[config.mk]
export PLATFORM = sky130hd
export DESIGN_NAME = base32_stream_codec_top
export DESIGN_NICKNAME = d
export VERILOG_FILES = /design/src/rtl/b32c_pkg.sv /design/src/rtl/b32c_step.sv /design/src/rtl/b32c_res_buf.sv /design/src/rtl/base32_stream_codec_top.sv
export SDC_FILE = /design/constraint.sdc
export NUM_CORES = 1
export LEC_CHECK = 0
export ABC_CLOCK_PERIOD_IN_PS = 8770
export BUFFER_PORTS_ARGS = -buffer_cell sky130_fd_sc_hd__buf_2
export CELL_PAD_IN_SITES_DETAIL_PLACEMENT = 1
export CELL_PAD_IN_SITES_GLOBAL_PLACEMENT = 1
export CORE_AREA = 2 2 151 153
export DETAILED_ROUTE_END_ITERATION = 16
export DIE_AREA = 0 0 153 155
export GPL_TIMING_DRIVEN = 0
export PLACE_DENSITY = 0.88
export SETUP_SLACK_MARGIN = 0.02
export SYNTH_ARGS = -nofsm -noshare
export SYNTH_HDL_FRONTEND = slang
export SYNTH_SLANG_ARGS = --single-unit
export TNS_END_PERCENT = 30
[constraint.sdc]
create_clock -name i_clk -period 8.77 [get_ports i_clk]
set_clock_uncertainty 0.15 [all_clocks]
set_input_delay 1.3155 -clock i_clk [delete_from_list [all_inputs] [get_ports i_clk]]
set_output_delay 1.3155 -clock i_clk [all_outputs]
set_load 0.1 [all_outputs]
[src/rtl/b32c_pkg.sv]
// Shared types, constants and alphabet table for the base32 stream codec.
`default_nettype none

package b32c_pkg;

    localparam int unsigned ACC_W  = 12;
    localparam int unsigned PEND_W = 4;
    localparam int unsigned BITS_W = 20;
    localparam int unsigned CAP_W  = 16;

    localparam logic [CAP_W-1:0] CAPACITY_RESET = 16'hffff;

    // Configuration register indexes.
    localparam logic CFG_DIRECTION = 1'b0;
    localparam logic CFG_CAPACITY  = 1'b1;

    localparam logic DIR_DECODE = 1'b0;
    localparam logic DIR_ENCODE = 1'b1;

    typedef enum logic [1:0] {
        ST_OK      = 2'd0,
        ST_UNKNOWN = 2'd1,
        ST_FULL    = 2'd2
    } t_status;

    typedef logic [7:0] t_char_table [32];

    localparam t_char_table ALPHABET = '{
        8'h30, 8'h31, 8'h32, 8'h33, 8'h34, 8'h35, 8'h36, 8'h37,
        8'h38, 8'h39, 8'h61, 8'h62, 8'h63, 8'h64, 8'h65, 8'h66,
        8'h67, 8'h68, 8'h6a, 8'h6b, 8'h6d, 8'h6e, 8'h70, 8'h71,
        8'h72, 8'h73, 8'h74, 8'h76, 8'h77, 8'h78, 8'h79, 8'h7a
    };

    typedef struct packed {
        logic [ACC_W-1:0]  acc;
        logic [PEND_W-1:0] pend;
        logic [BITS_W-1:0] bits;
        logic              discard;
    } t_state;

    typedef struct packed {
        logic [7:0] data;
        logic       last;
        t_status    status;
    } t_result;

    // Up to three results produced by one item.
    typedef struct packed {
        logic [1:0]    count;
        t_result [2:0] res;
    } t_burst;

endpackage

`default_nettype wire

[src/rtl/b32c_step.sv]
// Combinational step logic: next stream state and the burst of results for one item.
`default_nettype none

module b32c_step (
    input  wire logic                      i_direction,
    input  wire logic [b32c_pkg::CAP_W-1:0] i_capacity,
    input  wire b32c_pkg::t_state          i_state,
    input  wire logic [7:0]                i_data,
    input  wire logic                      i_last,
    output b32c_pkg::t_state               o_state,
    output b32c_pkg::t_burst               o_burst
);

    // Decode path signals.
    logic        found;
    logic [4:0]  sym;
    logic [19:0] cap_bits;
    logic [19:0] room;
    logic [2:0]  sbits;
    logic [16:0] dcat;
    logic [16:0] dshift;
    logic [11:0] dacc1;
    logic [11:0] dacc2;
    logic [3:0]  dpend1;
    logic [3:0]  dpend2;

    // Encode path signals.
    logic [19:0] ecat;
    logic [11:0] eacc1;
    logic [11:0] eacc2;
    logic [11:0] eacc3;
    logic [3:0]  epend1;
    logic [3:0]  epend2;
    logic [3:0]  epend3;

    logic [1:0]  n;
    b32c_pkg::t_burst burst;
    b32c_pkg::t_state st;

    always_comb begin
        found = 1'b0;
        sym   = 5'd0;
        for (int j = 0; j < 32; j++) begin
            if (!found && b32c_pkg::ALPHABET[j] == i_data) begin
                found = 1'b1;
                sym   = 5'(j);
            end
        end
    end

    always_comb begin
        cap_bits = {1'b0, i_capacity, 3'b000};
        room     = cap_bits - i_state.bits;
        sbits    = (room < 20'd5) ? room[2:0] : 3'd5;
        dcat     = {i_state.acc, sym};
        dshift   = dcat >> (3'd5 - sbits);
        dacc1    = dshift[11:0];
        dpend1   = i_state.pend + {1'b0, sbits};
        dpend2   = (dpend1 >= 4'd8) ? (dpend1 - 4'd8) : dpend1;
        dacc2    = (dpend1 >= 4'd8) ? (dacc1 & ~(12'hfff << dpend2)) : dacc1;

        ecat     = {i_state.acc, i_data};
        eacc1    = ecat[11:0];
        epend1   = i_state.pend + 4'd8;
        epend2   = epend1 - 4'd5;
        eacc2    = eacc1 & ~(12'hfff << epend2);
        epend3   = (epend2 >= 4'd5) ? (epend2 - 4'd5) : epend2;
        eacc3    = (epend2 >= 4'd5) ? (eacc2 & ~(12'hfff << epend3)) : eacc2;
    end

    always_comb begin
        st    = i_state;
        burst = '0;
        n     = 2'd0;

        if (i_state.discard) begin
            if (i_last) begin
                st = '0;
            end
        end else if (i_direction == b32c_pkg::DIR_ENCODE) begin
            burst.res[n].data = b32c_pkg::ALPHABET[5'(eacc1 >> epend2)];
            n = n + 2'd1;
            if (epend2 >= 4'd5) begin
                burst.res[n].data = b32c_pkg::ALPHABET[5'(eacc2 >> epend3)];
                n = n + 2'd1;
            end
            st.acc  = eacc3;
            st.pend = epend3;
            if (i_last) begin
                if (epend3 != 4'd0) begin
                    burst.res[n].data = b32c_pkg::ALPHABET[5'(eacc3 << (4'd5 - epend3))];
                    n = n + 2'd1;
                end
                burst.res[n - 2'd1].last = 1'b1;
                st = '0;
            end
        end else if (!found || i_state.bits >= cap_bits) begin
            // Error: a single terminating result, then drop the rest of the stream.
            burst.res[0].last   = 1'b1;
            burst.res[0].status = found ? b32c_pkg::ST_FULL : b32c_pkg::ST_UNKNOWN;
            n          = 2'd1;
            st         = '0;
            st.discard = !i_last;
        end else begin
            if (dpend1 >= 4'd8) begin
                burst.res[n].data = 8'(dacc1 >> dpend2);
                n = n + 2'd1;
            end
            st.acc  = dacc2;
            st.pend = dpend2;
            st.bits = i_state.bits + {17'd0, sbits};
            if (i_last) begin
                if (dpend2 != 4'd0) begin
                    burst.res[n].data = 8'(dacc2 << (4'd8 - dpend2));
                    n = n + 2'd1;
                end
                if (n != 2'd0) begin
                    burst.res[n - 2'd1].last = 1'b1;
                end
                st = '0;
            end
        end
        burst.count = n;
    end

    assign o_state = st;
    assign o_burst = burst;

endmodule

`default_nettype wire

[src/rtl/b32c_res_buf.sv]
// Result buffer: holds the burst of one item and hands it out one transfer per cycle while i_stall is low.
`default_nettype none

module b32c_res_buf (
    input  wire logic             i_clk,
    input  wire logic             i_rst_n,
    input  wire logic             i_load,
    input  wire b32c_pkg::t_burst i_burst,
    output logic                  o_free,
    output logic                  o_valid,
    input  wire logic             i_stall,
    output b32c_pkg::t_result     o_result
);

    b32c_pkg::t_result [2:0] r_res;
    logic [1:0]              r_cnt;
    logic [1:0]              r_head;
    logic                    take;

    assign o_valid  = (r_cnt != 2'd0);
    assign take     = o_valid && !i_stall;
    assign o_free   = (r_cnt == 2'd0) || (r_cnt == 2'd1 && take);
    assign o_result = r_res[r_head];

    always_ff @(posedge i_clk) begin
        if (!i_rst_n) begin
            r_cnt  <= 2'd0;
            r_head <= 2'd0;
        end else if (i_load) begin
            r_cnt  <= i_burst.count;
            r_head <= 2'd0;
        end else if (take) begin
            r_cnt  <= r_cnt - 2'd1;
            r_head <= r_head + 2'd1;
        end
    end

    always_ff @(posedge i_clk) begin
        if (i_load) begin
            r_res <= i_burst.res;
        end
    end

endmodule

`default_nettype wire

[src/rtl/base32_stream_codec_top.sv]
// Top level of the base32 stream codec: input register, stream state and result buffer.
//
// Input channel i_valid/o_stall carries one character (decode) or one byte (encode) per
// transfer on i_in_data, with i_in_last marking the end of a stream. The output channel
// o_valid/i_stall carries one result per transfer: a decoded byte or an alphabet
// character on o_out_data, o_out_last on the final result of a stream, and o_out_status
// giving an unknown symbol or a full destination. An error ends the stream with a single
// result and the remaining items up to the next last marker give no output.
// Configuration is written through i_cfg_we/i_cfg_index/i_cfg_data; the user must do this
// only while the block is idle, which the block does not enforce. Writing the direction
// register also clears the stream state. An accepted item lands in the input register, and
// the step logic's results for it are loaded into the result buffer once that buffer is free.
// Each item yields zero to three results, which the result buffer hands out one per cycle
// while the receiver does not stall; a new item is then taken every cycle while items give
// at most one result, otherwise the next item is loaded as the last result of the current
// one is transferred. The input register lets one item wait while the buffer drains.
// When the receiver stalls, the current result holds and the input register fills, after
// which o_stall rises. Reset empties both registers, clears the stream state and sets
// decode direction with the full 65535 byte capacity.
`default_nettype none

module base32_stream_codec_top (
    input  wire logic        i_clk,
    input  wire logic        i_rst_n,
    input  wire logic        i_valid,
    output logic             o_stall,
    input  wire logic [7:0]  i_in_data,
    input  wire logic        i_in_last,
    output logic             o_valid,
    input  wire logic        i_stall,
    output logic [7:0]       o_out_data,
    output logic             o_out_last,
    output logic [1:0]       o_out_status,
    input  wire logic        i_cfg_we,
    input  wire logic        i_cfg_index,
    input  wire logic [15:0] i_cfg_data
);

    logic                           r_direction;
    logic [b32c_pkg::CAP_W-1:0]     r_capacity;
    b32c_pkg::t_state               r_state;
    b32c_pkg::t_state               n_state;
    logic                           r_in_valid;
    logic [7:0]                     r_in_data;
    logic                           r_in_last;
    b32c_pkg::t_burst               burst;
    b32c_pkg::t_result              result;
    logic                           buf_free;
    logic                           load;
    logic                           accept;

    assign load    = r_in_valid && buf_free;
    assign o_stall = r_in_valid && !buf_free;
    assign accept  = i_valid && !o_stall;

    always_ff @(posedge i_clk) begin
        if (!i_rst_n) begin
            r_in_valid <= 1'b0;
        end else if (accept) begin
            r_in_valid <= 1'b1;
        end else if (load) begin
            r_in_valid <= 1'b0;
        end
    end

    always_ff @(posedge i_clk) begin
        if (accept) begin
            r_in_data <= i_in_data;
            r_in_last <= i_in_last;
        end
    end

    always_ff @(posedge i_clk) begin
        if (!i_rst_n) begin
            r_direction <= b32c_pkg::DIR_DECODE;
            r_capacity  <= b32c_pkg::CAPACITY_RESET;
            r_state     <= '0;
        end else if (i_cfg_we) begin
            unique case (i_cfg_index)
                b32c_pkg::CFG_DIRECTION: begin
                    r_direction <= i_cfg_data[0];
                    r_state     <= '0;
                end
                b32c_pkg::CFG_CAPACITY: begin
                    r_capacity <= i_cfg_data;
                end
                default: begin
                    r_capacity <= r_capacity;
                end
            endcase
        end else if (load) begin
            r_state <= n_state;
        end
    end

    b32c_step u_step (
        .i_direction (r_direction),
        .i_capacity  (r_capacity),
        .i_state     (r_state),
        .i_data      (r_in_data),
        .i_last      (r_in_last),
        .o_state     (n_state),
        .o_burst     (burst)
    );

    b32c_res_buf u_res_buf (
        .i_clk    (i_clk),
        .i_rst_n  (i_rst_n),
        .i_load   (load),
        .i_burst  (burst),
        .o_free   (buf_free),
        .o_valid  (o_valid),
        .i_stall  (i_stall),
        .o_result (result)
    );

    assign o_out_data   = result.data;
    assign o_out_last   = result.last;
    assign o_out_status = result.status;

endmodule

`default_nettype wire
**After elaboration in Yosys (flattened, before gate mapping)**

Memory sizes are Yosys's and may differ from the RTL's.
Cells that the tools add are included.

- Add/subtract/negate cells: 16
- Magnitude comparators: 16
- Equal/unequal tests: 36
- Shift-type cells: 9
- Mux-type cells: 145
- Bitwise logic cells: 11
- Reduce and logical (&&, ||, !) cells: 92

Operators by type and width:

| operator | number |
|---|---|
| $mux W33 | 13 |
| $mux W37 | 9 |
| $eq A7 B8 Y1 const A | 22 |
| $bwmux W33 | 4 |
| $mux W8 | 13 |
| $demux W11 S2 | 4 |
| $eq A6 B8 Y1 const A | 10 |
| $mux W5 | 16 |
| $mux W2 | 25 |
| $logic_and A1 B1 Y1 | 40 |
| $mux W4 | 10 |
| $and A12 B12 Y12 | 3 |
| $logic_not A1 Y1 | 36 |
| $mux W1 | 36 |
| $not A12 Y12 | 3 |
| $shl A12 B4 Y12 const A | 3 |
| $mux W11 | 3 |
| $mux W30 | 1 |
| $mux W12 | 2 |
| $mux W3 | 8 |
| $shr A12 B4 Y5 | 2 |
| $bmux W11 S2 | 1 |
| $add A20 B3 Y20 | 1 |
| $ge A20 B19 Y1 | 1 |
| other kinds (33) | 59 |

- Register bits: 101
- Memory bits (read-only): 768
- Bits of input ports: 31
- Memories kept: 3

Memory list:

| name | words | bits a word | read ports | clocked after memory_dff | write ports | RTL line | RTL |
|---|---|---|---|---|---|---|---|
| (name not given) | 32 | 8 | 1 | 0 | 0 | b32c_step.sv:81 | `burst.res[n].data = b32c_pkg::ALPHABET[5'(eacc1 >> epend2)];` |
| (name not given) | 32 | 8 | 1 | 0 | 0 | b32c_step.sv:84 | `burst.res[n].data = b32c_pkg::ALPHABET[5'(eacc2 >> epend3)];` |
| (name not given) | 32 | 8 | 1 | 0 | 0 | b32c_step.sv:91 | `burst.res[n].data = b32c_pkg::ALPHABET[5'(eacc3 << (4'd5 - epend3))];` |

**Logic depth before layout (Yosys ltp)**

Gate-level depths: netlist (run 1).

- Word-level depth: 116
- Depth in mapped cells: 31
- Mapped depth without buffers: 23

**By module**

From an unflattened synthesis (run 1), not the netlist that was laid out.

- Cells, all modules: 1505
- Area, all modules: 11297.1 µm²

Modules (own cells, without submodules):

| module | times used | cells an instance | area each (µm²) | sequential area each (µm²) |
|---|---|---|---|---|
| b32c_step | 1 | 1189 | 7508.5 | 0.0 |
| base32_stream_codec_top | 1 | 219 | 2342.2 | 1371.3 |
| b32c_res_buf | 1 | 97 | 1446.4 | 1071.0 |

**Least setup slack after synthesis (run 1)**

No wires, ideal clock.

- Kind: reg-to-reg
- From: register r_state[1] (netlist name)
- To: register u_res_buf.r_res[15] (netlist name) (data pin)
- Library setup time: 158 ps
- Data arrival time: 6264 ps
- Path slack: 2198 ps
- Stages on the path, launching flop included: 30
- Period minus slack after synthesis: 6572 ps
- Path through: dfxtp_1 -> clkbuf_1 -> clkbuf_1 -> clkbuf_1 -> inv_1 -> ha_1 -> buf_2 -> and3b_1 -> buf_2 -> a221oi_2 -> o221a_2 -> nor3_1 -> nor3_1 -> nand4_1 -> nor3_2 -> buf_4 -> buf_4 -> nand2_1 -> ha_1 -> clkbuf_1 -> clkinv_1 -> buf_1 -> ha_1 -> inv_1 -> ha_1 -> or2_2 -> buf_1 -> or2_2 -> or3_1 -> o211ai_1

- Word-level cells in the longest chain between the ends: 24

RTL lines:

| item | RTL line | RTL |
|---|---|---|
| start, declared | base32_stream_codec_top.sv:41 | `b32c_pkg::t_state r_state;` |
| start signal, assigned | base32_stream_codec_top.sv:92 | `r_state <= n_state;` |
| branches (longest 22 deep; another with $sub A19 B20 Y20) | -- |  |
| $mux W30 * | b32c_step.sv:97 | `end else if (!found \|\| i_state.bits >= cap_bits) begin` |
| $mux W33 * | b32c_step.sv:80 | `end else if (i_direction == b32c_pkg::DIR_ENCODE) begin` |
| end signal, assigned | b32c_res_buf.sv:40 | `r_res <= i_burst.res;` |
| end, declared | b32c_res_buf.sv:15 | `b32c_pkg::t_result [2:0] r_res;` |

Every way passes the cells marked *. The select of a mux whose other input is x is not followed.
A chain may end at the register's enable or synchronous reset.

**Worst setup path after layout (run 1)**

- From: register r_state[1] (netlist name)
- To: register u_res_buf.r_res[7] (netlist name) (data pin)

Same word-level chain as after synthesis.

==> metrics.txt, run 1 <==
# TYPE chip_impl_metric gauge
chip_impl_metric{name="fp-row-count",unit=""} 55
chip_impl_metric{name="placed_area",unit="mm²"} 0.0108
chip_impl_info{name="yosys_most_used_dff",value="dfxtp_1"} 1
chip_impl_metric{name="dieArea",unit="mm²"} 0.0237
chip_impl_metric{name="grt_antenna_before_repair",unit=""} 0
chip_impl_metric{name="final.period_utilization",unit=""} 0.943
chip_impl_metric{name="drv_cap",unit=""} 0
chip_impl_metric{name="worstSkewPairLatency",unit="ns"} 0.37
chip_impl_metric{name="global_route.usage.total",unit=""} 0.323
chip_impl_metric{name="area_growth",unit="%"} 8.67
chip_impl_metric{name="setup-tns-final",unit="ns"} 0
chip_impl_info{name="unrepaired_setup_endpoints_after_global_routing",value="no"} 1
chip_impl_metric{name="insertedDiodeCount",unit=""} 0
chip_impl_info{name="run_status",value="finished, final reports clean"} 1
chip_impl_metric{name="drv_slew",unit=""} 0
chip_impl_metric{name="cts.htree.levels",unit=""} 3
chip_impl_info{name="critical_path.startpoint_type",value="flip-flop"} 1
chip_impl_metric{name="core_area",unit="mm²"} 0.0222
chip_impl_metric{name="synth_edf_count",unit=""} 37
chip_impl_info{name="timing.critical_path.mode_cell",value="ha_1"} 1
chip_impl_metric{name="tightestPinTransition",unit="ns"} 1.24
chip_impl_metric{name="fin_nets",unit=""} 1525
chip_impl_metric{name="maximum_clock_insertion_buffer_count",unit=""} 2
chip_impl_metric{name="die_y",unit="µm"} 155
chip_impl_metric{name="layout_min_cycle_time",unit="ns"} 8.27
chip_impl_info{name="hold_path_class",value="flip-flop to flip-flop"} 1
chip_impl_info{name="min_to",value="r_capacity[9]"} 1
chip_impl_metric{name="ant_nets",unit=""} 0
chip_impl_info{name="cts_tree",value="built"} 1
chip_impl_metric{name="synth-async-reset-ratio",unit=""} 0
chip_impl_metric{name="firstDrtPassIters",unit=""} 6
chip_impl_metric{name="vias",unit=""} 11260
chip_impl_metric{name="via_per_inst",unit=""} 6.53
chip_impl_metric{name="syn_area",unit="mm²"} 0.0102
chip_impl_metric{name="dieWidth",unit="µm"} 153
chip_impl_metric{name="post_cts.repair.setup_buffers",unit=""} 0
chip_impl_metric{name="cts_buffers",unit=""} 9
chip_impl_metric{name="grt_pass1_wl",unit="µm"} 61900
chip_impl_metric{name="report.final.hold_viol_count",unit=""} 0
chip_impl_metric{name="clock_input_transition_at_the_sequential_cells_of_the_worst_setup_and_hold_paths",unit="ns"} 0.08
chip_impl_metric{name="setup.reg_to_reg.worst_slack",unit="ns"} 0.50
chip_impl_metric{name="post_route_cells_drive_above_1_share",unit=""} 0.0944
chip_impl_metric{name="final-setup-viol-count",unit=""} 0
chip_impl_metric{name="first_iter_violations",unit=""} 1030
chip_impl_metric{name="initial_utilization",unit=""} 0.458
chip_impl_metric{name="final_design_area_no_fill",unit="mm²"} 0.0111
chip_impl_metric{name="number_of_global_route_vias_before_repair",unit=""} 11235
chip_impl_metric{name="syn_nets",unit=""} 1471
chip_impl_metric{name="total_grt_overflow",unit=""} 0
chip_impl_metric{name="drc",unit=""} 0
chip_impl_metric{name="timing.fmax",unit="GHz"} 0.121
chip_impl_metric{name="critical_path.max_fanout",unit=""} 10
chip_impl_metric{name="gpl.final_weighted_congestion",unit=""} 0.976
chip_impl_metric{name="timing.critical_path.arrival",unit="ns"} 8.21
chip_impl_info{name="cts.root.buffer_cell",value="clkbuf_16"} 1
chip_impl_info{name="reg2reg_capture_point",value="u_res_buf.r_res[7]"} 1
chip_impl_metric{name="syn_inst",unit=""} 1381
chip_impl_metric{name="io_buffer_count",unit=""} 43
chip_impl_info{name="path_class",value="flip-flop to flip-flop"} 1
chip_impl_metric{name="r2r_cells",unit=""} 30
chip_impl_metric{name="route.detailed.wl_per_inst",unit="µm"} 22.4
chip_impl_metric{name="whs_path_depth",unit=""} 2
chip_impl_metric{name="numClockSinks",unit=""} 96
chip_impl_info{name="startpoint_of_the_worst_hold_path",value="r_capacity[9]"} 1
chip_impl_info{name="worst_setup_path_end_kind",value="flip-flop"} 1
chip_impl_metric{name="synth_seq_area_share",unit=""} 0.225
chip_impl_info{name="critPathSlowestCell",value="a2111oi_1"} 1
chip_impl_metric{name="postSynthAreaPerCell",unit="µm²"} 7.37
chip_impl_metric{name="critical_path.max_stage_delay",unit="ns"} 0.61
chip_impl_metric{name="vdd_ir_drop_max",unit="µV"} 82.2
chip_impl_metric{name="synth.yosys.warnings",unit=""} 0
chip_impl_metric{name="ys_ff_latch",unit=""} 96
chip_impl_metric{name="cp_data_required_time",unit="ns"} 8.71
chip_impl_metric{name="dp.final_hpwl",unit="µm"} 30400
chip_impl_metric{name="timing.max_slew.rel_slack",unit=""} 0.169
chip_impl_info{name="critical_path.reg2reg.startpoint",value="r_state[1]"} 1
chip_impl_metric{name="ioPinCount",unit=""} 44
chip_impl_metric{name="yosysUniqueCellTypes",unit=""} 93
chip_impl_metric{name="aggregate_routed_wire_length",unit="µm"} 38700
chip_impl_metric{name="grt_max_degree",unit=""} 32
chip_impl_metric{name="power_per_cell_area",unit="mW/mm²"} 125
chip_impl_metric{name="power_leakage",unit="nW"} 3.96
-- layer usage --
| layer | up-vias | GRT usage | wire [µm] |
|---|---|---|---|
| met2 | 472 | 0.534 | 17800 |
| met1 | 5509 | 0.436 | 16900 |
| met3 | 98 | 0.0382 | 2420 |
| met4 | 0 | 0.125 | 1570 |
| met5 | - | 0 | 0 |
| li1 | 5181 | - | - |
-- report_power, final --
part           internal, mW  switching, mW  total (mW)
Clock                 0.200          0.204       0.405
Sequential            0.494         0.0164       0.510
Combinational         0.124          0.343       0.467
Total                 0.818          0.564        1.38
-- layout by cell type (no fill, tap or decap), types with 23 or more instances in the layout --
master	n
clkbuf_1	60
a21oi_1	97
nand2_1	176
nand3_1	61
o21ai_0	105
a31oi_1	23
mux2i_1	37
nor3_1	34
inv_1	66
edfxtp_1	37
buf_2	53
ha_1	57
dfxtp_1	59
nor2_1	147
-- metrics by stage --
step / util / hold slack, ns / std cells / worst slack (ns) / total power, mW
after global placement: 0.484 / 0.309 / 1709 / 0.289 / 0.964
after CTS: 0.497 / 0.334 / 1725 / 0.158 / 1.38
after detailed placement: 0.484 / 0.323 / 1709 / 0.266 / 0.981
after global routing: 0.498 / 0.363 / 1725 / 0.157 / 1.44
final: 0.498 / 0.329 / 1725 / 0.496 / 1.38
after floorplan: - / 0.297 / 1381 / 2.20 / 0.864
-- cell usage after synthesis, types with 23 or more instances --
cell	n	area share
ha_1	57	0.070
nor2_1	147	0.054
nand3_1	61	0.030
dfxtp_1	59	0.12
inv_1	66	0.024
o21ai_0	105	0.052
a21oi_1	97	0.048
mux2i_1	37	0.036
edfxtp_1	37	0.11
a31oi_1	23	0.014
nand2_1	176	0.065
clkbuf_1	63	0.023
nor3_1	34	0.017
-- worst max-delay path, delay by kind of cell, from the launching register on --
family / cells / cell delay (ns)
AO/OA/AOI/OAI: 6 / 1.92
adder cells (fa/ha/maj): 4 / 1.17
buffers and inverters: 13 / 3.25
flip-flops: 1 / 0.35
AND/OR/NAND/NOR: 7 / 1.15
-- registers in the layout (all words and copies together) (netlist names) --
| signal | flops |
|---|---|
| r_capacity | 16 |
| r_direction | 1 |
| r_in_data | 8 |
| r_in_last | 1 |
| r_in_valid | 1 |
| r_state | 37 |
| u_res_buf.r_cnt | 2 |
| u_res_buf.r_head | 2 |
| u_res_buf.r_res | 28 |
-- repair_timing --
item                       in CTS  in global routing
hold buffers                    0                  0
gates resized for setup         0                  9
setup endpoints to repair       0                 13
-- layout make-up --
class,instances,area [µm²]
buffer,87,359
tap,285,357
multi-input combinational,1124,7260
inverter,74,282
clock inverter,7,70.1
timing repair buffer,43,215
sequential,96,2290
clock buffer,9,225
fill,2917,11200
-- logic make-up after synthesis --
kind of cell | after synthesis | synth area share
simple gates | 552 | 0.254
xor+xnor | 22 | 0.0197
fa+ha+maj | 59 | 0.0740
mux | 66 | 0.0928
flops | 96 | 0.225
compound gates | 425 | 0.272
buf+inv | 161 | 0.0622
-- how the worst max path moves through the flow --
stage	from	to	cells after the start
4_1_cts	r_state[1]	u_res_buf.r_res[10]	29
2_1_floorplan	r_state[1]	u_res_buf.r_res[15]	29
3_5_place_dp	r_state[1]	u_res_buf.r_res[10]	29
5_1_grt	r_state[1]	u_res_buf.r_res[7]	30
6_report	r_state[1]	u_res_buf.r_res[7]	30
3_3_place_gp	r_state[1]	u_res_buf.r_res[7]	30
No activity file was read; power rests on OpenSTA's default activity.
==> run 2, diff against run 1 <==
--- a/config.mk
+++ b/config.mk
@@ -13,7 +13,7 @@
 export DETAILED_ROUTE_END_ITERATION = 16
 export DIE_AREA = 0 0 153 155
 export GPL_TIMING_DRIVEN = 0
-export PLACE_DENSITY = 0.88
+export PLACE_DENSITY_LB_ADDON = 0.1
 export SETUP_SLACK_MARGIN = 0.02
 export SYNTH_ARGS = -nofsm -noshare
 export SYNTH_HDL_FRONTEND = slang
==> run 2 against run 1 <==
Fmax shrank 0.67%; global-route usage grew 0.30 points; setup slack lost 0.056 ns; utilization is essentially flat.
==> metrics.txt, run 2 (synthesis gave the netlist of run 1 again) <==
# TYPE chip_impl_metric gauge
chip_impl_metric{name="post_cts.repair.setup_buffers",unit=""} 0
chip_impl_metric{name="route.detailed.wl_per_inst",unit="µm"} 22.4
chip_impl_metric{name="number_of_placed_instances_with_taps_included",unit=""} 1709
chip_impl_metric{name="placed_area",unit="mm²"} 0.0108
chip_impl_metric{name="drv_slew",unit=""} 0
chip_impl_info{name="reg2reg_capture_point",value="u_res_buf.r_res[7]"} 1
chip_impl_metric{name="worst_slack",unit="ns"} 0.440
chip_impl_info{name="timing.critical_path.mode_cell",value="ha_1"} 1
chip_impl_metric{name="final_design_area_no_fill",unit="mm²"} 0.0111
chip_impl_metric{name="dpl_worst_slack",unit="ns"} 0.360
chip_impl_metric{name="p_sw",unit="mW"} 0.568
chip_impl_info{name="hold_path_class",value="flip-flop to flip-flop"} 1
chip_impl_info{name="cts_tree",value="built"} 1
chip_impl_metric{name="dp.final_hpwl",unit="µm"} 30500
chip_impl_info{name="cp_top_family",value="buffers and inverters"} 1
chip_impl_metric{name="final-setup-viol-count",unit=""} 0
chip_impl_metric{name="tightestPinTransition",unit="ns"} 1.36
chip_impl_metric{name="dieArea",unit="mm²"} 0.0237
chip_impl_metric{name="timing.max_slew.rel_slack",unit=""} 0.0804
chip_impl_metric{name="timing.critical_path.arrival",unit="ns"} 8.26
chip_impl_metric{name="setup.reg_to_reg.worst_slack",unit="ns"} 0.44
chip_impl_info{name="min_to",value="r_capacity[13]"} 1
chip_impl_metric{name="critical_path.max_stage_delay",unit="ns"} 0.55
chip_impl_metric{name="power.share.combinational",unit=""} 0.332
chip_impl_metric{name="aggregate_routed_wire_length",unit="µm"} 38700
chip_impl_metric{name="share_of_total_power_in_sequential_cells",unit=""} 0.368
chip_impl_metric{name="total_grt_overflow",unit=""} 0
chip_impl_metric{name="hold_slack",unit="ns"} 0.325
chip_impl_info{name="unrepaired_setup_endpoints_after_global_routing",value="no"} 1
chip_impl_metric{name="grt_antenna_before_repair",unit=""} 0
chip_impl_metric{name="ioPinCount",unit=""} 44
chip_impl_metric{name="setup-tns-final",unit="ns"} 0
chip_impl_metric{name="grt_pass1_wl",unit="µm"} 61900
chip_impl_info{name="critical_path.startpoint_type",value="flip-flop"} 1
chip_impl_metric{name="via_per_inst",unit=""} 6.46
chip_impl_metric{name="grt_max_degree",unit=""} 32
chip_impl_info{name="highest_count_cells_in_the_layout_ignoring_fill_and_taps",value="nand2_1, nor2_1, o21ai_0, a21oi_1, inv_1"} 1
chip_impl_metric{name="design_power_total",unit="mW"} 1.39
chip_impl_metric{name="area_growth",unit="%"} 8.59
chip_impl_metric{name="drv_cap",unit=""} 0
chip_impl_info{name="startpoint_of_the_worst_hold_path",value="r_capacity[13]"} 1
chip_impl_metric{name="whs_path_depth",unit=""} 2
chip_impl_metric{name="post_route_cells_drive_above_1_share",unit=""} 0.0938
chip_impl_metric{name="cp_data_required_time",unit="ns"} 8.70
chip_impl_metric{name="cts_buffers",unit=""} 9
chip_impl_metric{name="firstDrtPassIters",unit=""} 5
chip_impl_metric{name="largest_register_ff_count",unit=""} 37
chip_impl_info{name="worst_setup_path_end_kind",value="flip-flop"} 1
chip_impl_info{name="cts.root.buffer_cell",value="clkbuf_16"} 1
chip_impl_metric{name="maximum_clock_insertion_buffer_count",unit=""} 2
chip_impl_metric{name="drc",unit=""} 0
chip_impl_info{name="run_status",value="finished, final reports clean"} 1
chip_impl_info{name="critPathSlowestCell",value="buf_1"} 1
chip_impl_metric{name="gpl.final_weighted_congestion",unit=""} 0.947
chip_impl_info{name="commonest_non_fill_non_tap_cell_in_the_layout",value="nand2_1"} 1
chip_impl_metric{name="power.share.clock",unit=""} 0.299
chip_impl_metric{name="fp-row-count",unit=""} 55
chip_impl_info{name="setup.worst_path.start",value="r_state[1]"} 1
chip_impl_metric{name="die_y",unit="µm"} 155
chip_impl_metric{name="cellInternalPower",unit="mW"} 0.820
chip_impl_metric{name="layout_min_cycle_time",unit="ns"} 8.33
chip_impl_metric{name="worstSkewPairLatency",unit="ns"} 0.37
chip_impl_metric{name="power_leakage",unit="nW"} 3.96
chip_impl_metric{name="insertedDiodeCount",unit=""} 0
chip_impl_info{name="path_class",value="flip-flop to flip-flop"} 1
chip_impl_info{name="registers.top_by_ff_count",value="r_state"} 1
chip_impl_metric{name="dieWidth",unit="µm"} 153
chip_impl_metric{name="netSwitchingFraction",unit=""} 0.409
chip_impl_metric{name="fin_nets",unit=""} 1525
chip_impl_metric{name="numClockSinks",unit=""} 96
chip_impl_metric{name="r2r_cells",unit=""} 30
chip_impl_metric{name="path_buf_inv",unit=""} 13
chip_impl_metric{name="cts.htree.levels",unit=""} 3
chip_impl_metric{name="global_route.usage.total",unit=""} 0.326
chip_impl_metric{name="report.final.hold_viol_count",unit=""} 0
chip_impl_metric{name="timing.fmax",unit="GHz"} 0.120
chip_impl_metric{name="initial_utilization",unit=""} 0.458
chip_impl_metric{name="power_per_cell_area",unit="mW/mm²"} 126
chip_impl_info{name="largest_registers",value="r_state x37, u_res_buf.r_res x28, r_capacity x16"} 1
chip_impl_metric{name="layout.filler_cells",unit=""} 2885
chip_impl_metric{name="critical_path.max_fanout",unit=""} 10
chip_impl_metric{name="ant_nets",unit=""} 0
chip_impl_metric{name="postLayoutCoreUtil",unit=""} 0.497
chip_impl_metric{name="first_iter_violations",unit=""} 912
chip_impl_metric{name="clock_input_transition_at_the_sequential_cells_of_the_worst_setup_and_hold_paths",unit="ns"} 0.07
chip_impl_metric{name="vias",unit=""} 11140
chip_impl_metric{name="vdd_ir_drop_max",unit="µV"} 98.2
chip_impl_metric{name="number_of_global_route_vias_before_repair",unit=""} 11064
chip_impl_metric{name="post_layout_nonfiller_instances",unit=""} 1725
chip_impl_metric{name="core_area",unit="mm²"} 0.0222
chip_impl_metric{name="final.period_utilization",unit=""} 0.950
chip_impl_info{name="critical_path.reg2reg.startpoint",value="r_state[1]"} 1
chip_impl_metric{name="io_buffer_count",unit=""} 43
==> run 2: cell types whose count changed in the layout (fill, tap and decap cells not counted), sizes merged <==
cell and delta:
clkinv -3, inv +3
==> run 2: layer usage <==
layer | track usage | share of wire | up-vias
met5 | 0 | 0 | -
met4 | 0.112 | 0.032 | 0
met3 | 0.0457 | 0.064 | 74
met2 | 0.515 | 0.45 | 398
met1 | 0.461 | 0.46 | 5472
li1 | - | - | 5196
==> run 2: how the worst max path moves through the flow <==
stage	slack [ns]	depth (start not counted)	endpoint
floorplan	2.20	29	u_res_buf.r_res[15]
finish	0.44	30	u_res_buf.r_res[7]
global route	0.03	30	u_res_buf.r_res[7]
CTS	0.32	30	u_res_buf.r_res[7]
global placement	0.37	30	u_res_buf.r_res[7]
detailed placement	0.36	30	u_res_buf.r_res[7]
==> run 2: layout make-up <==
type / count / area (µm²) / area share
repair buffers: 43 / 215 / 0.0195
multi-input cells: 1124 / 7260 / 0.657
well taps: 285 / 357 / 0.0323
plain buffers: 87 / 358 / 0.0324
clock buffers: 9 / 225 / 0.0204
flip-flops and latches: 96 / 2290 / 0.207
inverters: 74 / 282 / 0.0255
clock inverters: 7 / 67.6 / 0.00611
==> run 2: what timing repair did <==
item | 4_1_cts | 5_1_grt
hold buffers | 0 | 0
resized for setup | 0 | 6
setup endpoints to repair | 0 | 12
==> run 2: worst reg2reg max path, delay by kind of cell, from the launching register on <==
kind	cells	cell delay, ns
buffers and inverters	13	3.30
and+or+nand+nor	9	1.55
AOI/OAI and AO/OA	4	1.41
adders and majority gates	4	1.29
DFF	1	0.33
==> run 2: power by group through the flow <==
stage | sequential [mW] | clock [mW] | combinational, mW
2_1_floorplan | 0.514 | 0 | 0.350
3_3_place_gp | 0.520 | 0 | 0.448
3_5_place_dp | 0.522 | 0 | 0.457
4_1_cts | 0.511 | 0.418 | 0.459
5_1_grt | 0.514 | 0.433 | 0.502
6_report | 0.511 | 0.415 | 0.461
